==> config.mk <==
export PLATFORM = sky130hd
export DESIGN_NAME = utf8_stream_sanitizer
export DESIGN_NICKNAME = d
export VERILOG_FILES = /design/src/rtl/utf8s_pkg.sv /design/src/rtl/utf8_stream_sanitizer.sv
export SDC_FILE = /design/constraint.sdc
export NUM_CORES = 1
export LEC_CHECK = 0
export ABC_CLOCK_PERIOD_IN_PS = 2600
export BUFFER_PORTS_ARGS = -buffer_cell sky130_fd_sc_hd__buf_2
export CORE_MARGIN = 2
export CORE_UTILIZATION = 52
export CTS_BUF_LIST = sky130_fd_sc_hd__clkbuf_16
export DETAILED_ROUTE_END_ITERATION = 8
export GPL_ROUTABILITY_DRIVEN = 0
export PLACE_DENSITY = 0.73
export SLEW_MARGIN = 20
export SYNTH_ARGS = -nofsm -noshare
export SYNTH_HDL_FRONTEND = slang
export SYNTH_SLANG_ARGS = --single-unit
==> constraint.sdc <==
create_clock -name clk -period 2.6 [get_ports clk]
set_clock_uncertainty 0.05 [all_clocks]
set_input_delay 0.13 -clock clk [delete_from_list [all_inputs] [get_ports clk]]
set_output_delay 0.13 -clock clk [all_outputs]
set_load 0.05 [all_outputs]
==> src/rtl/utf8s_pkg.sv <==
package utf8s_pkg;

  localparam logic [7:0] CH_QUESTION = 8'h3f;
  localparam logic [7:0] CH_SPACE    = 8'h20;
  localparam logic [7:0] CH_DEL      = 8'h7f;

  // longest sequence and the bytes held before it completes
  localparam int unsigned MAX_SEQ  = 4;
  localparam int unsigned HOLD_MAX = MAX_SEQ - 1;

  typedef struct packed {
    logic [7:0] in_byte;
    logic       in_last;
  } in_item_t;

  typedef struct packed {
    logic [7:0] out_byte;
    logic       out_last;
  } out_item_t;

endpackage

==> src/rtl/utf8_stream_sanitizer.sv <==
// an item's results are written into the output buffer in the cycle after it is taken
// throughput: one input item per cycle while each item yields at most one output byte and out_ready is high;
//   an item that yields n bytes (up to four) occupies the output buffer until all n have left
// the output buffer drains one byte per cycle while out_ready is high and sets the pace for multi-byte bursts
// reset: synchronous, active low; clears the open sequence and empties the output buffer
module utf8_stream_sanitizer (
  input  logic                 clk,
  input  logic                 rst_n,
  input  logic                 in_valid,
  output logic                 in_ready,
  input  utf8s_pkg::in_item_t  in_data,
  output logic                 out_valid,
  input  logic                 out_ready,
  output utf8s_pkg::out_item_t out_data
);

  // open sequence state
  logic [7:0] held_r [utf8s_pkg::HOLD_MAX];
  logic [1:0] hc_r, hc_nxt;
  logic [2:0] seqlen_r, seqlen_nxt;

  // output buffer, head at entry 0, shifts down as bytes leave
  logic [7:0] buf_r   [utf8s_pkg::MAX_SEQ];
  logic [7:0] buf_nxt [utf8s_pkg::MAX_SEQ];
  logic [2:0] cnt_r, cnt_nxt;
  logic       last_r, last_nxt;

  // decode of the incoming byte
  logic [7:0] b;
  logic       lst;
  logic       is_cont;
  logic       seq_open;
  logic [2:0] lead_len;
  logic [7:0] f_byte;
  logic       f_emit;
  logic       f_open;

  // results of this item
  logic [7:0] res [utf8s_pkg::MAX_SEQ];
  logic [2:0] res_n;
  logic       hold_we;
  logic [1:0] hold_idx;

  logic in_acc;
  logic out_acc;

  assign in_acc  = in_valid && in_ready;
  assign out_acc = out_valid && out_ready;

  // take a new item once the buffer is empty or its final byte is leaving
  assign in_ready  = (cnt_r == 3'd0) || ((cnt_r == 3'd1) && out_ready);
  assign out_valid = (cnt_r != 3'd0);
  assign out_data.out_byte = buf_r[0];
  assign out_data.out_last = last_r && (cnt_r == 3'd1);

  assign b        = in_data.in_byte;
  assign lst      = in_data.in_last;
  assign is_cont  = (b[7:6] == 2'b10);
  assign seq_open = (seqlen_r != 3'd0) && (hc_r != 2'd0);

  // lead byte length, zero for anything that is not a lead byte
  always_comb begin
    if (b[7:5] == 3'b110) begin
      lead_len = 3'd2;
    end else if (b[7:4] == 4'b1110) begin
      lead_len = 3'd3;
    end else if (b[7:3] == 5'b11110) begin
      lead_len = 3'd4;
    end else begin
      lead_len = 3'd0;
    end
  end

  // treatment of a byte seen with nothing held
  always_comb begin
    f_byte = utf8s_pkg::CH_QUESTION;
    f_emit = 1'b1;
    f_open = 1'b0;
    if (b == 8'h00) begin
      f_byte = utf8s_pkg::CH_QUESTION;
    end else if ((b < 8'h20) || (b == utf8s_pkg::CH_DEL)) begin
      f_byte = utf8s_pkg::CH_SPACE;
    end else if (b[7] == 1'b0) begin
      f_byte = b;
    end else if ((lead_len == 3'd0) || lst) begin
      // stray continuation, invalid lead, or lead cut off by the end
      f_byte = utf8s_pkg::CH_QUESTION;
    end else begin
      f_emit = 1'b0;
      f_open = 1'b1;
    end
  end

  // sequence handling and result assembly
  always_comb begin
    hc_nxt     = hc_r;
    seqlen_nxt = seqlen_r;
    hold_we    = 1'b0;
    hold_idx   = hc_r;
    res_n      = 3'd0;
    for (int i = 0; i < utf8s_pkg::MAX_SEQ; i++) begin
      res[i] = utf8s_pkg::CH_QUESTION;
    end

    if (seq_open && is_cont) begin
      if (({1'b0, hc_r} + 3'd1) >= seqlen_r) begin
        // sequence complete: held bytes then this one
        for (int i = 0; i < utf8s_pkg::HOLD_MAX; i++) begin
          if (3'(i) < {1'b0, hc_r}) begin
            res[i] = held_r[i];
          end
        end
        res[hc_r]  = b;
        res_n      = {1'b0, hc_r} + 3'd1;
        hc_nxt     = 2'd0;
        seqlen_nxt = 3'd0;
      end else begin
        hold_we = 1'b1;
        hc_nxt  = hc_r + 2'd1;
        if (lst) begin
          // cut off by the end: every held byte and this one become question marks
          res_n      = {1'b0, hc_r} + 3'd1;
          hc_nxt     = 2'd0;
          seqlen_nxt = 3'd0;
        end
      end
    end else begin
      // broken sequence flushes as question marks, then the byte is taken afresh
      res[seq_open ? hc_r : 2'd0] = f_emit ? f_byte : utf8s_pkg::CH_QUESTION;
      res_n = (seq_open ? {1'b0, hc_r} : 3'd0) + {2'b00, f_emit};
      if (f_open) begin
        hold_we    = 1'b1;
        hold_idx   = 2'd0;
        hc_nxt     = 2'd1;
        seqlen_nxt = lead_len;
      end else begin
        hc_nxt     = 2'd0;
        seqlen_nxt = 3'd0;
      end
    end
  end

  // output buffer next state
  always_comb begin
    cnt_nxt  = cnt_r;
    last_nxt = last_r;
    for (int i = 0; i < utf8s_pkg::MAX_SEQ; i++) begin
      buf_nxt[i] = buf_r[i];
    end
    if (in_acc) begin
      cnt_nxt  = res_n;
      last_nxt = lst;
      for (int i = 0; i < utf8s_pkg::MAX_SEQ; i++) begin
        buf_nxt[i] = res[i];
      end
    end else if (out_acc) begin
      cnt_nxt = cnt_r - 3'd1;
      for (int i = 0; i < utf8s_pkg::MAX_SEQ - 1; i++) begin
        buf_nxt[i] = buf_r[i+1];
      end
    end
  end

  always_ff @(posedge clk) begin
    if (!rst_n) begin
      hc_r     <= 2'd0;
      seqlen_r <= 3'd0;
      cnt_r    <= 3'd0;
      last_r   <= 1'b0;
    end else begin
      cnt_r  <= cnt_nxt;
      last_r <= last_nxt;
      if (in_acc) begin
        hc_r     <= hc_nxt;
        seqlen_r <= seqlen_nxt;
      end
    end
  end

  // payload registers, no reset
  always_ff @(posedge clk) begin
    for (int i = 0; i < utf8s_pkg::MAX_SEQ; i++) begin
      buf_r[i] <= buf_nxt[i];
    end
    if (in_acc && hold_we) begin
      held_r[hold_idx] <= b;
    end
  end

`ifndef SYNTHESIS
  // the buffer never holds more than one full sequence
  a_cnt_range: assert property (@(posedge clk) disable iff (!rst_n)
    cnt_r <= 3'd4)
    else $error("output buffer count out of range");

  // held count and sequence length are open or closed together
  a_open_pair: assert property (@(posedge clk) disable iff (!rst_n)
    (hc_r != 2'd0) == (seqlen_r != 3'd0))
    else $error("held count and sequence length disagree");

  // an open sequence always still lacks at least one byte
  a_open_short: assert property (@(posedge clk) disable iff (!rst_n)
    (seqlen_r != 3'd0) |-> (({1'b0, hc_r} < seqlen_r) && (seqlen_r >= 3'd2)))
    else $error("open sequence already complete");

  // a final byte never leaves a sequence open
  a_last_closes: assert property (@(posedge clk) disable iff (!rst_n)
    (in_acc && lst) |=> (seqlen_r == 3'd0))
    else $error("sequence left open after final item");
`endif

endmodule
==> metrics <==
core footprint=0.00639 mm2; final-stage net count=365; cells taking the most area after synthesis=edfxtp_1 49%, dfxtp_1 5.2%, ha_1 4.7%; Mapped Area=0.00347 mm2; Critical Path Most Common Cell=ha_1; Filler cells=498; clock root buffer=clkbuf_16; hpwl dp=5660 um; largest net degree at the start of global routing=30; Pre-antenna DRT Iters=5; setup violators final=0; crit path DAT=2.42 ns; total grt overflow=0; Final TNS setup=0 ns; CP max-delay cell=dfxtp_1; max incr delay on CP=0.40 ns; ys flop type=edfxtp_1; worst-path cell chain=inv_1 -> ha_1 -> ha_1 -> a21o_1 -> a31oi_2 -> nand3_1 -> nor3_1 -> buf_4; status=finished, final reports clean; total I/O pin count=24; fin. max-slew vios=0; Cell variety after synth=58; post-synth net total=327; PortBufs=23; Mean Syn Cell Area=11.5 um2; PwrDens=930 mW/mm2; CTS Buf Count=9; ratio of cells with drive above 1 in the final layout=21.5%; Post-CTS Hold Buffers=0; Max Fclk=0.411 GHz; Lkg Pwr=1.46 nW; cell row count=29; WL/cell=19.4 um; Synth Register Bits=65; max_cap viols=0; clk slew on worst S/H paths=0.05 ns; final period utilization=93.6%; Min-Delay Path Class=primary input to register; number of H-tree levels=3; startpoint type of the worst setup path=register; clk sinks=65; final WL=8150 um; Worst-Skew Late Latency=0.32 ns; Inserted Diodes=0; yosys warns=0; Worst-Margin Slew=0.683 ns; Overall Power=0.00379 W; RSZ-0062 raised after global routing=no; Tmin final=2.43 ns; Clock Path Buffers=2; Fin. Hold Viols=0; initial core utilization=54.3%; Die Area=0.00734 mm2; Mapped Cells=301; DRT iter0 DRCs=224; critical path endpoint category=register; CTS tree=done; delay-heaviest family, CP=adder cells; Final ANT Viol Nets=0; gr usage total=23.5%; placed instance area=0.00376 mm2; area grow syn2layout=17.5%; Peak VDD IR=0.000733 V; vias=2624; vias per std cell=6.23; vias in the first global route=2592; post-layout util=63.8%; Synth top area share=48.5%; Post-synth top cells=56 x edfxtp_1, 29 x nor2_1, 19 x nand2_1; die span in x=85.7 um; Design Area, Final=0.00407 mm2; asr flop ratio synth=0%; sequential share of the synthesized area=53.7%; Max-slew headroom=54.5%; first-pass GRT wire length=13200 um; CP max FO=8; WP buf/inv=2; Post-synth EDFFs=56; drc violations=0; most frequent cell after synthesis=edfxtp_1; initial antenna violation count=0; largest area contributor in the netlist=edfxtp_1; CP Class=register to register; reg-to-reg slack, setup=0.17 ns; Die Y=85.7 um; worst path required time=2.58 ns
-- registers in the layout, summed over array words and instances (netlist names) --
signal    cells
last_r        1
buf_r        32
cnt_r         3
seqlen_r      3
hc_r          2
held_r       24
-- metal layers --
metal | vias up | global-route usage [%] | part of all wire, % | wire length [um]
met1 | 1263 | 33.0 | 47 | 3800
met3 | 16 | 4.04 | 5.0 | 410
met2 | 92 | 35.2 | 46 | 3780
met4 | 0 | 11.7 | 1.8 | 150
met5 | - | 0 | 0 | 0
li1 | 1253 | - | - | -
-- worst reg2reg max path, delay by kind of cell (launching register included) --
kind                     cells  cell delay (ns)
flip-flops                   1             0.40
adder cells (fa/ha/maj)      2             0.54
AND/OR/NAND/NOR              2             0.33
AO/OA/AOI/OAI                2             0.52
buffers and inverters        2             0.30
-- report_power, final --
| group | leakage, nW | total [W] | internal (W) | switching, W |
|---|---|---|---|---|
| sequential | 0.537 | 0.00138 | 0.00133 | 0.0000475 |
| clock | 0.158 | 0.00125 | 0.000829 | 0.000421 |
| combinational | 0.767 | 0.00116 | 0.000354 | 0.000807 |
-- through the flow --
step / cells / setup slack, ns / hold WS, ns
5_1_grt: 421 / 0.0417 / 0.0683
6_report: 421 / 0.166 / 0.0624
3_5_place_dp: 405 / 0.0127 / 0.387
2_1_floorplan: 301 / -0.183 / 0.179
3_3_place_gp: 405 / 0.150 / 0.399
4_1_cts: 421 / 0.210 / 0.0492
-- worst paths after layout --
| path | startpoint | cells past startpoint | to |
|---|---|---|---|
| setup / recovery | hc_r[0]$_SDFFE_PN0P_ | 8 | held_r[1][7]$_DFFE_PP_ |
| hold / removal | out_ready | 3 | cnt_r[2]$_SDFFE_PN0P_ |
| hold reg to reg | last_r$_SDFFE_PN0P_ | 2 | last_r$_SDFFE_PN0P_ |
| setup reg to reg | hc_r[0]$_SDFFE_PN0P_ | 8 | held_r[1][7]$_DFFE_PP_ |
-- logic make-up after synthesis --
logic type	Yosys count	synth area share, %
buffers and inverters	29	3.83
xor gates and xnor gates	1	0.253
DFF	65	53.7
adders and majority gates	13	4.69
muxes	10	3.03
AOI/OAI and AO/OA	85	18.8
and+or+nand+nor	98	15.7
-- cell usage in the layout, fill, tap and decap left out, types with 8 or more instances in the layout --
| cell type | instances |
|---|---|
| a221oi_1 | 11 |
| buf_2 | 23 |
| buf_4 | 17 |
| clkbuf_16 | 9 |
| dfxtp_1 | 9 |
| edfxtp_1 | 56 |
| ha_1 | 13 |
| inv_1 | 16 |
| nand2_1 | 19 |
| nor2_1 | 29 |
| o21ai_0 | 8 |
| o22ai_1 | 8 |
-- area by class of cell --
cell class,instances,area (um2),area share [%]
multi-input combinational,207,1490,36.5
tap,77,96.3,2.36
clock buffer,9,225,5.53
timing repair buffer,41,263,6.45
inverter,15,56.3,1.38
sequential,65,1860,45.7
clock inverter,7,86.3,2.12
-- repair_timing --
action | in CTS | in global routing
setup buffers | 0 | 0
endpoints found under the setup margin | 1 | 0
gates resized for setup | 1 | 0
Note: power is estimated with default switching activity, not from simulation.
